===== src/design/per_frame_ring_allocator_assert.svh =====
// Assertion macros for the per-frame ring allocator.
// All macros sample on clk_i and are disabled while rst_ni is low.
`ifndef PER_FRAME_RING_ALLOCATOR_ASSERT_SVH
`define PER_FRAME_RING_ALLOCATOR_ASSERT_SVH

// Generic property check
`define PFRA_ASSERT(lbl, prop, msg) \
  lbl: assert property (@(posedge clk_i) disable iff (!rst_ni) prop) else $error(msg);

// Signal holds in the cycle after a condition
`define PFRA_ASSERT_HOLD(lbl, cond, sig, msg) \
  lbl: assert property (@(posedge clk_i) disable iff (!rst_ni) (cond) |=> $stable(sig)) \
    else $error(msg);

`endif


===== src/design/pfra_pkg.sv =====
`timescale 1ns / 1ps
`default_nettype none

package pfra_pkg;

  // Sizes
  localparam int unsigned OffsetBits    = 28;
  localparam int unsigned MaxFrames     = 8;
  localparam int unsigned SizeW         = 25;
  localparam int unsigned FrameW        = 3;
  localparam int unsigned ShiftW        = 5;
  localparam int unsigned AlignShiftMax = 16;
  localparam int unsigned RegionMax     = 2 ** 24;
  localparam int unsigned RegionReset   = 65536;
  localparam int unsigned CntW          = $clog2(OffsetBits + 1);
  localparam int unsigned InDataW       = 32;
  localparam int unsigned OutDataW      = 32;
  localparam int unsigned OutUserW      = 2;
  localparam int unsigned CfgIdxW       = 1;
  localparam int unsigned CfgDataW      = 25;

  // Item commands
  typedef enum logic {
    CmdAlloc = 1'b0,
    CmdReset = 1'b1
  } cmd_e;

  // Register indexes
  localparam logic [CfgIdxW-1:0] CfgAlignShift = CfgIdxW'(0);
  localparam logic [CfgIdxW-1:0] CfgFrameSize  = CfgIdxW'(1);

  // Controller to datapath
  typedef struct packed {
    logic load;
    logic step;
    logic commit;
  } dp_ctrl_t;

  // Datapath to controller
  typedef struct packed {
    logic is_reset;
  } dp_stat_t;

  // Round up to a multiple of 1 << sh
  function automatic logic [OffsetBits:0] round_up(input logic [OffsetBits-1:0] v,
                                                   input logic [ShiftW-1:0] sh);
    logic [OffsetBits:0] m;
    m = (OffsetBits + 1)'(1) << sh;
    m = m - (OffsetBits + 1)'(1);
    return ({1'b0, v} + m) & ~m;
  endfunction

endpackage

`default_nettype wire


===== src/design/pfra_ctrl.sv =====
`timescale 1ns / 1ps
`default_nettype none

`include "per_frame_ring_allocator_assert.svh"

module pfra_ctrl (
  input  wire logic              clk_i,
  input  wire logic              rst_ni,
  input  wire logic              in_valid_i,
  output logic                   in_ready_o,
  output logic                   out_valid_o,
  input  wire logic              out_ready_i,
  input  wire pfra_pkg::dp_stat_t stat_i,
  output pfra_pkg::dp_ctrl_t     ctrl_o
);

  typedef enum logic [2:0] {
    StIdle = 3'b001,
    StDiv  = 3'b010,
    StDone = 3'b100
  } state_e;

  state_e                      state_q, state_d;
  logic [pfra_pkg::CntW-1:0]   count_q, count_d;
  logic                        out_valid_q, out_valid_d;
  logic                        accept;
  logic                        last_step;

  assign accept    = in_valid_i && (state_q == StIdle);
  assign last_step = count_q == pfra_pkg::CntW'(pfra_pkg::OffsetBits - 1);

  // Datapath commands
  always_comb begin
    ctrl_o.load   = accept;
    ctrl_o.step   = state_q == StDiv;
    ctrl_o.commit = (state_q == StDone) && (!out_valid_q || out_ready_i);
  end

  // Next state and step counter
  always_comb begin
    state_d = state_q;
    count_d = count_q;
    case (state_q)
      StIdle: begin
        if (accept) begin
          state_d = StDiv;
          count_d = '0;
        end
      end
      StDiv: begin
        count_d = count_q + pfra_pkg::CntW'(1);
        if (stat_i.is_reset || last_step) begin
          state_d = StDone;
        end
      end
      StDone: begin
        if (ctrl_o.commit) begin
          state_d = StIdle;
        end
      end
      default: begin
        state_d = StIdle;
      end
    endcase
  end

  // Output word valid
  always_comb begin
    out_valid_d = out_valid_q;
    if (ctrl_o.commit) begin
      out_valid_d = 1'b1;
    end else if (out_ready_i) begin
      out_valid_d = 1'b0;
    end
  end

  always_ff @(posedge clk_i or negedge rst_ni) begin
    if (!rst_ni) begin
      state_q     <= StIdle;
      count_q     <= '0;
      out_valid_q <= 1'b0;
    end else begin
      state_q     <= state_d;
      count_q     <= count_d;
      out_valid_q <= out_valid_d;
    end
  end

  assign in_ready_o  = state_q == StIdle;
  assign out_valid_o = out_valid_q;

  `PFRA_ASSERT(a_accept_div, accept |=> (state_q == StDiv), "accepted word did not start division")
  `PFRA_ASSERT(a_div_bound, (state_q == StDiv) |-> (count_q < pfra_pkg::CntW'(pfra_pkg::OffsetBits)), "division step count overran")
  `PFRA_ASSERT(a_commit_free, ctrl_o.commit |-> (!out_valid_q || out_ready_i), "result overwrote a pending word")
  `PFRA_ASSERT(a_commit_valid, ctrl_o.commit |=> out_valid_q, "committed result not presented")
  `PFRA_ASSERT_HOLD(a_cnt_hold, state_q == StDone, count_q, "step count moved while waiting")

endmodule

`default_nettype wire


===== src/design/pfra_dp.sv =====
`timescale 1ns / 1ps
`default_nettype none

module pfra_dp (
  input  wire logic                           clk_i,
  input  wire logic                           rst_ni,
  input  wire logic                           cfg_we_i,
  input  wire logic [pfra_pkg::CfgIdxW-1:0]   cfg_idx_i,
  input  wire logic [pfra_pkg::CfgDataW-1:0]  cfg_data_i,
  input  wire logic                           in_cmd_i,
  input  wire logic [pfra_pkg::SizeW-1:0]     in_size_i,
  input  wire logic [pfra_pkg::FrameW-1:0]    in_frame_i,
  input  wire pfra_pkg::dp_ctrl_t             ctrl_i,
  output pfra_pkg::dp_stat_t                  stat_o,
  output logic [pfra_pkg::OffsetBits-1:0]     out_offset_o,
  output logic                                out_wrapped_o,
  output logic                                out_oversize_o
);

  localparam int unsigned OffW = pfra_pkg::OffsetBits;
  localparam int unsigned SzW  = pfra_pkg::SizeW;

  // Configuration registers
  logic [pfra_pkg::ShiftW-1:0]  align_shift_q;
  logic [SzW-1:0]               frame_size_q;

  // Running state and item registers
  logic [OffW-1:0]              run_off_q;
  pfra_pkg::cmd_e               item_cmd_q;
  logic [SzW:0]                 aligned_q;
  logic [pfra_pkg::FrameW-1:0]  item_frame_q;

  // Divider registers
  logic [SzW-1:0]               rem_q, rem_d;
  logic [OffW-1:0]              dvd_q;

  // Result registers
  logic [OffW-1:0]              res_off_q;
  logic                         res_wrap_q;
  logic                         res_over_q;

  logic [pfra_pkg::ShiftW-1:0]  shift_eff;
  logic [SzW-1:0]               region;
  logic [OffW:0]                in_rounded;
  logic [SzW:0]                 shifted;
  logic [pfra_pkg::FrameW-1:0]  frame_eff;
  logic [SzW+pfra_pkg::FrameW-1:0] prod;
  logic [OffW:0]                reset_rounded;
  logic [SzW+1:0]               fit_sum;
  logic                         wrap;
  logic                         over;
  logic [OffW-1:0]              base;
  logic [OffW-1:0]              cur;
  logic [OffW-1:0]              next_off;
  logic [OffW-1:0]              res_off_d;

  // Effective register values
  assign shift_eff = (align_shift_q > pfra_pkg::ShiftW'(pfra_pkg::AlignShiftMax)) ?
                     pfra_pkg::ShiftW'(pfra_pkg::AlignShiftMax) : align_shift_q;
  always_comb begin
    if (frame_size_q == '0) begin
      region = SzW'(1);
    end else if (frame_size_q > SzW'(pfra_pkg::RegionMax)) begin
      region = SzW'(pfra_pkg::RegionMax);
    end else begin
      region = frame_size_q;
    end
  end

  // Aligned request size, taken at load
  assign in_rounded = pfra_pkg::round_up(OffW'(in_size_i), shift_eff);

  // One restoring step of offset mod region
  assign shifted = {rem_q, dvd_q[OffW-1]};
  assign rem_d   = (shifted >= {1'b0, region}) ? SzW'(shifted - {1'b0, region}) :
                   SzW'(shifted);

  // Frame restart offset
  assign frame_eff = (32'(item_frame_q) >= pfra_pkg::MaxFrames) ?
                     pfra_pkg::FrameW'(pfra_pkg::MaxFrames - 1) : item_frame_q;
  assign prod          = {{pfra_pkg::FrameW{1'b0}}, region} * {{SzW{1'b0}}, frame_eff};
  assign reset_rounded = pfra_pkg::round_up(OffW'(prod), shift_eff);

  // Allocation: wrap test on the remainder, exact width
  assign fit_sum  = {2'b00, rem_q} + {1'b0, aligned_q};
  assign wrap     = fit_sum > (SzW + 2)'(region);
  assign over     = aligned_q > {1'b0, region};
  assign base     = run_off_q - OffW'(rem_q);
  assign cur      = wrap ? base : run_off_q;
  assign next_off = cur + OffW'(aligned_q);

  assign res_off_d = (item_cmd_q == pfra_pkg::CmdReset) ? reset_rounded[OffW-1:0] : cur;

  // Control state: configuration, item command and running offset
  always_ff @(posedge clk_i or negedge rst_ni) begin
    if (!rst_ni) begin
      align_shift_q <= '0;
      frame_size_q  <= SzW'(pfra_pkg::RegionReset);
      run_off_q     <= '0;
      item_cmd_q    <= pfra_pkg::CmdAlloc;
    end else begin
      if (cfg_we_i && (cfg_idx_i == pfra_pkg::CfgAlignShift)) begin
        align_shift_q <= cfg_data_i[pfra_pkg::ShiftW-1:0];
      end
      if (cfg_we_i && (cfg_idx_i == pfra_pkg::CfgFrameSize)) begin
        frame_size_q <= cfg_data_i[SzW-1:0];
      end
      if (ctrl_i.load) begin
        item_cmd_q <= pfra_pkg::cmd_e'(in_cmd_i);
      end
      if (ctrl_i.commit) begin
        run_off_q <= (item_cmd_q == pfra_pkg::CmdReset) ? reset_rounded[OffW-1:0] : next_off;
      end
    end
  end

  // Payload: item, divider and result
  always_ff @(posedge clk_i) begin
    if (ctrl_i.load) begin
      aligned_q    <= in_rounded[SzW:0];
      item_frame_q <= in_frame_i;
      rem_q        <= '0;
      dvd_q        <= run_off_q;
    end else if (ctrl_i.step) begin
      rem_q <= rem_d;
      dvd_q <= {dvd_q[OffW-2:0], 1'b0};
    end
    if (ctrl_i.commit) begin
      res_off_q  <= res_off_d;
      res_wrap_q <= (item_cmd_q == pfra_pkg::CmdAlloc) && wrap;
      res_over_q <= (item_cmd_q == pfra_pkg::CmdAlloc) && over;
    end
  end

  assign stat_o.is_reset = item_cmd_q == pfra_pkg::CmdReset;
  assign out_offset_o    = res_off_q;
  assign out_wrapped_o   = res_wrap_q;
  assign out_oversize_o  = res_over_q;

endmodule

`default_nettype wire


===== src/design/per_frame_ring_allocator.sv =====
// Allocate word: 28 bit-serial steps of offset mod region, then the result is
// committed once the output register is free. Frame reset word: leaves the division
// after its first step. One word in flight; a new word is taken while the previous
// result still waits at the output register.
// Reset (rst_ni, asynchronous, active low): running offset 0, align_shift 0,
// per_frame_size 65536, no result pending.
`timescale 1ns / 1ps
`default_nettype none

module per_frame_ring_allocator (
  input  wire logic                            clk_i,
  input  wire logic                            rst_ni,
  // Configuration write
  input  wire logic                            cfg_we_i,
  input  wire logic [pfra_pkg::CfgIdxW-1:0]    cfg_idx_i,
  input  wire logic [pfra_pkg::CfgDataW-1:0]   cfg_data_i,
  // Input words
  input  wire logic                            s_axis_tvalid,
  output logic                                 s_axis_tready,
  input  wire logic [pfra_pkg::InDataW-1:0]    s_axis_tdata,  // data_size, frame_index
  input  wire logic                            s_axis_tuser,  // command
  // Result words
  output logic                                 m_axis_tvalid,
  input  wire logic                            m_axis_tready,
  output logic [pfra_pkg::OutDataW-1:0]        m_axis_tdata,  // offset
  output logic [pfra_pkg::OutUserW-1:0]        m_axis_tuser   // wrapped, oversize
);

  pfra_pkg::dp_ctrl_t                ctrl;
  pfra_pkg::dp_stat_t                stat;
  logic [pfra_pkg::OffsetBits-1:0]   offset;
  logic                              wrapped;
  logic                              oversize;

  pfra_ctrl u_ctrl (
    .clk_i       (clk_i),
    .rst_ni      (rst_ni),
    .in_valid_i  (s_axis_tvalid),
    .in_ready_o  (s_axis_tready),
    .out_valid_o (m_axis_tvalid),
    .out_ready_i (m_axis_tready),
    .stat_i      (stat),
    .ctrl_o      (ctrl)
  );

  pfra_dp u_dp (
    .clk_i          (clk_i),
    .rst_ni         (rst_ni),
    .cfg_we_i       (cfg_we_i),
    .cfg_idx_i      (cfg_idx_i),
    .cfg_data_i     (cfg_data_i),
    .in_cmd_i       (s_axis_tuser),
    .in_size_i      (s_axis_tdata[pfra_pkg::SizeW-1:0]),
    .in_frame_i     (s_axis_tdata[pfra_pkg::SizeW +: pfra_pkg::FrameW]),
    .ctrl_i         (ctrl),
    .stat_o         (stat),
    .out_offset_o   (offset),
    .out_wrapped_o  (wrapped),
    .out_oversize_o (oversize)
  );

  assign m_axis_tdata = {{(pfra_pkg::OutDataW - pfra_pkg::OffsetBits){1'b0}}, offset};
  assign m_axis_tuser = {oversize, wrapped};

endmodule

`default_nettype wire

===== config.mk =====
export PLATFORM = sky130hd
export DESIGN_NAME = per_frame_ring_allocator
export DESIGN_NICKNAME = d
export VERILOG_FILES = /design/src/design/pfra_pkg.sv /design/src/design/pfra_ctrl.sv /design/src/design/pfra_dp.sv /design/src/design/per_frame_ring_allocator.sv
export VERILOG_INCLUDE_DIRS = /design/src /design/src/design
export SDC_FILE = /design/constraint.sdc
export NUM_CORES = 1
export LEC_CHECK = 0
export ABC_AREA = 1
export BUFFER_PORTS_ARGS = -buffer_cell sky130_fd_sc_hd__buf_2
export CAP_MARGIN = 20
export CORE_ASPECT_RATIO = 1.1
export CORE_MARGIN = 2
export CORE_UTILIZATION = 46
export CTS_CLUSTER_DIAMETER = 150
export DETAILED_ROUTE_END_ITERATION = 8
export SYNTH_ARGS = -nofsm -noshare
export SYNTH_HDL_FRONTEND = slang
export SYNTH_HIERARCHICAL = 1
export SYNTH_SLANG_ARGS = --single-unit

===== constraint.sdc =====
create_clock -name clk_i -period 7 [get_ports clk_i]
set_input_delay 0 -clock clk_i [delete_from_list [all_inputs] [get_ports clk_i]]
set_output_delay 0 -clock clk_i [all_outputs]
set_load 0.005 [all_outputs]

**Word-level counts from Yosys, hierarchy flattened**

Index checks and enable logic that the tools add are counted.

- Output and inout port bits: 36
- Logic and storage cells: 73
- Bits in registers: 180
- Bits of input ports: 64

- Equality and inequality tests: 7
- $lt $le $gt $ge: 5
- $add $sub $neg: 8
- Reductions and logical operators: 15
- Bitwise operators: 5
- $mul: 1
- Multiplexer cells: 17
- Shift-type cells: 1

Operators with widths:

| cell | count |
|---|---|
| $mux 28 | 5 |
| $mux 25 | 3 |
| $add 28x26->28 | 1 |
| $add 28x28->28 | 1 |
| $and 28x28->28 | 1 |
| $mul 25x3->28 | 1 |
| $not 28->28 | 1 |
| $shl 1x5->28 const A | 1 |
| $sub 28x1->28 const B | 1 |
| $sub 28x25->28 | 1 |
| $add 25x26->27 | 1 |
| $gt 27x25->1 | 1 |
| $add 25x26->26 | 1 |
| $and 26x26->26 | 1 |
| $ge 26x25->1 | 1 |
| $gt 26x25->1 | 1 |
| $gt 25x25->1 const B | 1 |
| $logic_not 25->1 | 1 |
| $sub 25x25->25 | 1 |
| $mux 5 | 2 |
| $pmux 5 s2 | 1 |
| $mux 3 | 3 |
| $pmux 3 s3 | 1 |
| $logic_and 1x1->1 | 6 |
| 15 further kinds | 21 |

**Longest topological paths before layout**

Gate-level depths: netlist of run 1.

- Depth after elaboration: 7
- Mapped depth: 42
- Mapped depth without buffers: 41

**Modules after synthesis**

The synthesis of run 1 kept the hierarchy.

By module, submodules not included:

| module | sequential area each (sq um) | cells each | times used | area each (sq um) |
|---|---|---|---|---|
| pfra_dp | 4590.7 | 2550 | 1 | 18657.9 |
| pfra_ctrl | 226.5 | 62 | 1 | 496.7 |
| per_frame_ring_allocator | 0.0 | 7 | 1 | 48.8 |

**Worst setup path before layout of run 1**

Ideal clock, no wire load.

- Path type: reg2reg
- From: register u_dp.aligned_q[0]
- To: register u_dp.run_off_q[16]
- Library setup time: 0.138 ns
- Slack: 1.689 ns
- Path buffers: 1
- Required time: 6.862 ns
- Stages on the path, launching flop included: 34
- Period minus slack after synthesis: 5.311 ns
- Data arrival time: 5.173 ns
- Cell sequence: edfxtp_1 ha_1 fa_1 nand2_1 nand3_2 a31o_2 a21oi_1 o21ai_0 inv_1 o21ai_0 xor2_1 ha_1 a21oi_1 nor2_1 a211oi_1 nand2_1 nand2_1 nand3_2 nand2_2 buf_12 o21ai_0 ha_1 fa_1 a21oi_1 o21ai_0 a21oi_1 o21bai_1 nand2_1 nand2_1 nand3_1 nand2_1 or2_2 nand3_1 a31oi_1

- Cells in the longest elaborated chain, start to end: 5

RTL lines:

| item | RTL line | RTL |
|---|---|---|
| start, declared | pfra_dp.sv:30 | `logic [SzW:0] aligned_q;` |
| start signal, assigned | pfra_dp.sv:120 | `aligned_q <= in_rounded[SzW:0];` |
| $add 25x26->27 | pfra_dp.sv:85 | `assign fit_sum = {2'b00, rem_q} + {1'b0, aligned_q};` |
| $gt 27x25->1 | pfra_dp.sv:86 | `assign wrap = fit_sum > (SzW + 2)'(region);` |
| $mux 28 | pfra_dp.sv:89 | `assign cur = wrap ? base : run_off_q;` |
| $add 28x26->28 * | pfra_dp.sv:90 | `assign next_off = cur + OffW'(aligned_q);` |
| $mux 28 * | pfra_dp.sv:112 | `run_off_q <= (item_cmd_q == pfra_pkg::CmdReset) ? reset_rounded[OffW-1:0] : next_off;` |
| end signal, assigned | pfra_dp.sv:112 |  |
| end, declared | pfra_dp.sv:28 | `logic [OffW-1:0] run_off_q;` |

Every way passes the cells marked *; elsewhere a longest branch is shown, timed or not.
A chain may end at the register's enable or synchronous reset.

**Final worst setup path of run 1**

- From: register u_dp.aligned_q[14]
- To: register u_dp.run_off_q[19]

The elaborated chain is that of the path after synthesis.

==> results of run 1 <==
==> cell families (layout without fill, tap and decap cells) <==
| family | after synthesis | count (layout) | synth area share |
|---|---|---|---|
| other | 3 | 17 | 0.000586 |
| adders and majority gates | 263 | 263 | 0.192 |
| AOI/OAI and AO/OA | 576 | 576 | 0.175 |
| xor gates and xnor gates | 97 | 97 | 0.0442 |
| muxes | 18 | 18 | 0.0106 |
| buffers and inverters | 431 | 542 | 0.0906 |
| DFF | 180 | 180 | 0.251 |
| and+or+nand+nor | 1051 | 1051 | 0.236 |
==> area by class of cell <==
type,instances,area (µm²)
Fill cell,4156,20000
Multi-Input combinational cell,2022,12700
Sequential cell,180,4820
Inverter,362,1360
Timing Repair Buffer,148,1020
Tap cell,560,701
Clock buffer,19,433
Clock inverter,13,123
==> sequential cells by signal (all words and copies together) (netlist names) <==
name / flops
u_dp/run_off_q: 28
u_dp/out_wrapped_o: 1
u_dp/rem_q: 25
u_dp/frame_size_q: 25
u_dp/frame_eff: 3
u_ctrl/state_q: 3
u_dp/out_oversize_o: 1
u_dp/stat_o: 1
u_dp/aligned_q: 26
u_ctrl/out_valid_o: 1
u_ctrl/count_q: 5
u_dp/dvd_q: 28
u_dp/out_offset_o: 28
u_dp/align_shift_q: 5
==> per-stage QoR <==
step	cell area [µm²]	cells	hold slack, ns	setup slack (ns)
after CTS	21100	3303	0.0194	0.631
after global routing	21200	3304	0.0660	0.0922
final	21200	3304	0.0403	0.556
after global placement	20200	3232	0.178	0.682
after floorplan	19300	2633	-0.296	1.69
after detailed placement	20200	3232	0.179	0.663
==> worst max path at each step <==
stage          slack (ns)                             end                         start  depth (start not counted)
2_1_floorplan        1.69  u_dp/run_off_q[16]$_DFFE_PN0P_   u_dp/aligned_q[0]$_DFFE_PP_                         33
3_3_place_gp         0.68  u_dp/run_off_q[19]$_DFFE_PN0P_   u_dp/aligned_q[0]$_DFFE_PP_                         30
3_5_place_dp         0.66  u_dp/run_off_q[19]$_DFFE_PN0P_   u_dp/aligned_q[0]$_DFFE_PP_                         30
4_1_cts              0.63  u_dp/run_off_q[19]$_DFFE_PN0P_   u_dp/aligned_q[0]$_DFFE_PP_                         30
5_1_grt              0.09  u_dp/run_off_q[17]$_DFFE_PN0P_   u_dp/aligned_q[0]$_DFFE_PP_                         35
6_report             0.56  u_dp/run_off_q[19]$_DFFE_PN0P_  u_dp/aligned_q[14]$_DFFE_PP_                         30
==> worst register-to-register path, delay by kind of cell, from the launching register on <==
| kind | cells | cell delay, ns |
|---|---|---|
| AND/OR/NAND/NOR | 8 | 0.92 |
| XOR/XNOR | 1 | 0.18 |
| flip-flops | 1 | 0.64 |
| adder cells (fa/ha/maj) | 3 | 1.15 |
| buffers and inverters | 3 | 0.33 |
| AO/OA/AOI/OAI | 15 | 3.15 |
==> cell usage after synthesis, types with 11 or more instances <==
cell type	n
edfxtp_1	87
nand3_1	153
a21oi_1	215
o21bai_1	21
a21o_1	25
nor3_1	30
nand2_2	23
xnor2_1	36
dfrtp_1	66
mux2_2	18
o21ai_0	164
fa_1	54
nand4_1	30
o21ai_1	11
a31oi_1	41
clkbuf_1	39
o22ai_1	21
or2_2	15
o21ai_2	17
dfxtp_1	25
inv_1	353
ha_1	209
nand2_1	562
xor2_1	61
nor4_1	17
o211ai_1	13
buf_4	11
nor2_1	190
==> metal layers <==
metal  GRT usage  vias to the layer above  routed length, µm
li1            -                     9034                  -
met1       0.422                     8748              30000
met2       0.511                      545              30600
met3      0.0318                      106               3160
met4       0.183                        2               4120
met5           0                        -                 12
==> what timing repair did <==
item | 4_1_cts | 5_1_grt
gates resized for setup | 0 | 0
setup endpoints to repair | 0 | 0
endpoints found under the hold margin | 110 | 0
hold buffers | 39 | 0
==> flow_metrics.tcl, run 1 <==
set metrics [dict create \
    whs_endpoint "u_dp/aligned_q[21]$_DFFE_PP_" \
    cts_tree "yes" \
    cpMostUsedCell "o21ai_0" \
    ant_nets 0 \
    finalSetupTns_ns 0 \
    drtIter0Drc 1435 \
    synthFlopType "edfxtp_1" \
    ys_async_sr_fraction 0.378 \
    fin_crit_sh 0.921 \
    avgRoutedWirePerCell_um 20.5 \
    critPathCaptureType "flip-flop" \
    synth_top_area_frac 0.136 \
    vias 18400 \
    track_usage 0.320 \
    crit_fanout 17 \
    dieArea_um2 43400 \
    cp.arrival_ns 6.83 \
    numCtsBuffers 17 \
    r2r_start "u_dp/aligned_q[14]$_DFFE_PP_" \
    worstHoldPathCells 4 \
    r2r_cells 30 \
    slowest_delay_ns 0.64 \
    hp-class "in -> reg" \
    worst_pin_slew_ns 1.03 \
    synth_area_leaders "ha_1, edfxtp_1, nand2_1" \
    post-route-min-period_ns 6.44 \
    ctsRootBufferMaster "clkbuf_16" \
    htree_levels 4 \
    synth_enable_flop_cells 87 \
    path_class "reg -> reg" \
    cts.sinks 180 \
    antenna_found_initial 1 \
    rsz0062_at_grt "false" \
    die_h_um 218 \
    crit_buf_inv 3 \
    grt_pass1_wl_um 102000 \
    cap_violations 0 \
    yosysSeqAreaShare 0.251 \
    setup_viol 0 \
    die_w_um 199 \
    crit_family "compound AO/OA/AOI/OAI gates" \
    holdCritStartpoint "s_axis_tdata[21]" \
    post_cts_buffers 0 \
    start_util 0.466 \
    outcome "completed" \
    remaining_drc_errors 0 \
    clk_pin_slew_worst_paths_ns 0.07 \
    critical-path-slowest-cell "edfxtp_1" \
    clockBufferDepth 2 \
    clkLatencyLatePin_ns 0.47 \
    final_hold_viol_count 0 \
    final_layout_size_suffix_gt1_frac 0.0955 \
    place_congestion 0.984 \
    grt_max_degree 81 \
    syn2layout_area_growth_pct 10.2 \
    first_pass_iters 5 \
    cp.required_ns 7.39 \
    slew_violations 0 \
    totalWireLength_um 67900 \
    n_antenna_cell 0 \
    syn_area_um2 19200 \
    portBuffers 91 \
    synth-seq-cells 180 \
    yosysWarnings 6 \
    layout_common_cells "nand2_1, inv_1, a21oi_1" \
    max_freq_ghz 0.155 \
    syn_inst 2619 \
    postLayoutCoreUtil 0.514 \
    rows 78 \
    yosys.area.top_type "ha_1" \
    grt_pass1_vias 17700 \
    avgSynthCellArea_um2 7.33 \
    hpwl_um 55600 \
    core_area_um2 41200 \
    finClkSkew_ns 0.0120 \
    synth_cell_type_count 67 \
    r2r-end "u_dp/run_off_q[19]$_DFFE_PN0P_" \
    rrSetupSlack_ns 0.56 \
    mostFrequentLayoutCell "nand2_1" \
    io-pin-count 100 \
    cp-start-kind "flip-flop" \
    grt.overflow.total 0 \
    final_nets 3058 \
    viasPerCell 5.58 \
    slew_headroom 0.314 \
]
Power of run 1 is not shown: default switching activity piles up to over one toggle a cycle in this logic, so the estimate is an artifact.
==> run 2, diff against run 1 <==
Settings changed: MAX_ROUTING_LAYER set to met4.
==> run 2 against run 1 <==
The run now ends with hold timing left. Critical path depth grew 1. First-iteration DRC count shrank 0.98%. Hold slack lost 0.051 ns. Via count is essentially flat. Wire length grew 0.92%. Non-clock buffer count grew 3. Die area is the same. Count of clock-buffer cells in the layout shrank 2. Sequential share of layout area shrank 0.077 points. Clock skew grew 0.00059 ns. Critical path type unchanged. Largest cell class unchanged.
==> flow_metrics.tcl, run 2 (synthesis results as in run 1) <==
set metrics [dict create \
    io-pin-count 100 \
    grt.overflow.total 0 \
    r2r_start "u_dp/aligned_q[7]$_DFFE_PP_" \
    fin_crit_sh 0.940 \
    finalSetupTns_ns 0 \
    holdCritStartpoint "cfg_idx_i" \
    setup_viol 0 \
    clkLatencyLatePin_ns 0.48 \
    numCtsBuffers 17 \
    path_class "reg -> reg" \
    dr.max_layer_used "met4" \
    viasPerCell 5.57 \
    ctsRootBufferMaster "clkbuf_16" \
    hpwl_um 56000 \
    drtIter0Drc 1421 \
    postCtsHoldBufs 38 \
    violations "hold timing" \
    cp-start-kind "flip-flop" \
    cts_tree "yes" \
    slew_headroom 0.306 \
    first_pass_iters 5 \
    vias 18400 \
    cp.arrival_ns 6.91 \
    mostFrequentLayoutCell "nand2_1" \
    htree_levels 4 \
    start_util 0.466 \
    whs_ns -0.0103 \
    hp-class "in -> reg" \
    dr_wl_met3_um 3160 \
    grt_max_degree 72 \
    slew_violations 0 \
    routed-wl-met2_um 31300 \
    outcome "finished with violations" \
    totalWireLength_um 68500 \
    final_nets 3061 \
    die_h_um 218 \
    antenna_found_initial 1 \
    place_congestion 0.982 \
    rsz0062_at_grt "false" \
    track_usage 0.331 \
    grt_pass1_wl_um 103000 \
    slowest_delay_ns 0.59 \
    cts-resized-gates 0 \
    final_layout_size_suffix_gt1_frac 0.0979 \
    die_w_um 199 \
    final_hold_viol_count 1 \
    layout_common_cells "nand2_1, inv_1, a21oi_1" \
    clk_pin_slew_worst_paths_ns 0.07 \
    remaining_drc_errors 0 \
    portBuffers 91 \
    critical-path-slowest-cell "o21ai_0" \
    cts.sinks 180 \
    max_freq_ghz 0.152 \
    rows 78 \
    grt_pass1_vias 17800 \
    core_area_um2 41200 \
    post_cts_buffers 0 \
    avgRoutedWirePerCell_um 20.7 \
    critPathCaptureType "flip-flop" \
    drt-met1-wl_um 30300 \
    worst_pin_slew_ns 1.04 \
    finClkSkew_ns 0.0126 \
    cpMostUsedCell "nand2_1" \
    ant_nets 0 \
    cp.required_ns 7.33 \
    dieArea_um2 43400 \
    clockBufferDepth 2 \
    cap_violations 0 \
    crit_fanout 25 \
    cp-startpoint "u_dp/aligned_q[7]$_DFFE_PP_" \
    post-route-min-period_ns 6.58 \
    syn2layout_area_growth_pct 10.6 \
]
-- run 2: final timing paths --
| path | endpoint | slack (ns) | cells past startpoint |
|---|---|---|---|
| max in group asynchronous | u_dp/align_shift_q[1]$_DFFE_PN0P_ | 6.09 | 2 |
| worst max register to register | u_dp/run_off_q[17]$_DFFE_PN0P_ | 0.42 | 31 |
| min in group asynchronous | u_ctrl/count_q[0]$_DFFE_PN0P_ | 0.25 | 2 |
| worst min register to register | u_dp/dvd_q[18]$_DFFE_PP_ | 0.52 | 2 |
| worst min-delay path | u_dp/frame_size_q[2]$_DFFE_PN0P_ | -0.01 | 3 |
| worst max-delay path | u_dp/run_off_q[17]$_DFFE_PN0P_ | 0.42 | 31 |
-- run 2: layer usage --
layer  up-vias  global-route usage
li1       9047                   -
met1      8739               0.422
met2       527               0.528
met3       111              0.0290
met4         0               0.168
met5         -                   -
-- run 2: layout make-up --
| cell class | count | area, µm² |
|---|---|---|
| fillers | 4232 | 20000 |
| flip-flops and latches | 180 | 4820 |
| well taps | 560 | 701 |
| inverters | 362 | 1360 |
| diodes | 1 | 2.50 |
| clock inverters | 15 | 191 |
| clock buffers | 17 | 425 |
| multi-input cells | 2022 | 12700 |
| repair buffers | 151 | 1020 |
-- run 2: critical path: cells and delay by family (launching register included) --
| family | cells | cell delay (ns) |
|---|---|---|
| buf+inv | 2 | 0.28 |
| fa+ha+maj | 3 | 1.01 |
| xor+xnor | 1 | 0.13 |
| compound gates | 12 | 2.91 |
| simple gates | 13 | 1.56 |
| flops | 1 | 0.53 |
-- run 2: per-stage QoR --
| stage | cells | utilization | hold WS (ns) | setup WS [ns] | cell area [µm²] |
|---|---|---|---|---|---|
| 4_1_cts | 3306 | 0.515 | 0.00881 | 0.618 | 21200 |
| 2_1_floorplan | 2633 | - | -0.296 | 1.69 | 19300 |
| 5_1_grt | 3308 | 0.515 | 0.0221 | 0.0417 | 21200 |
| 3_3_place_gp | 3236 | 0.491 | 0.181 | 0.738 | 20200 |
| 6_report | 3308 | 0.515 | -0.0103 | 0.418 | 21200 |
| 3_5_place_dp | 3236 | 0.491 | 0.179 | 0.677 | 20200 |
Power of run 2 is left out for the same reason.
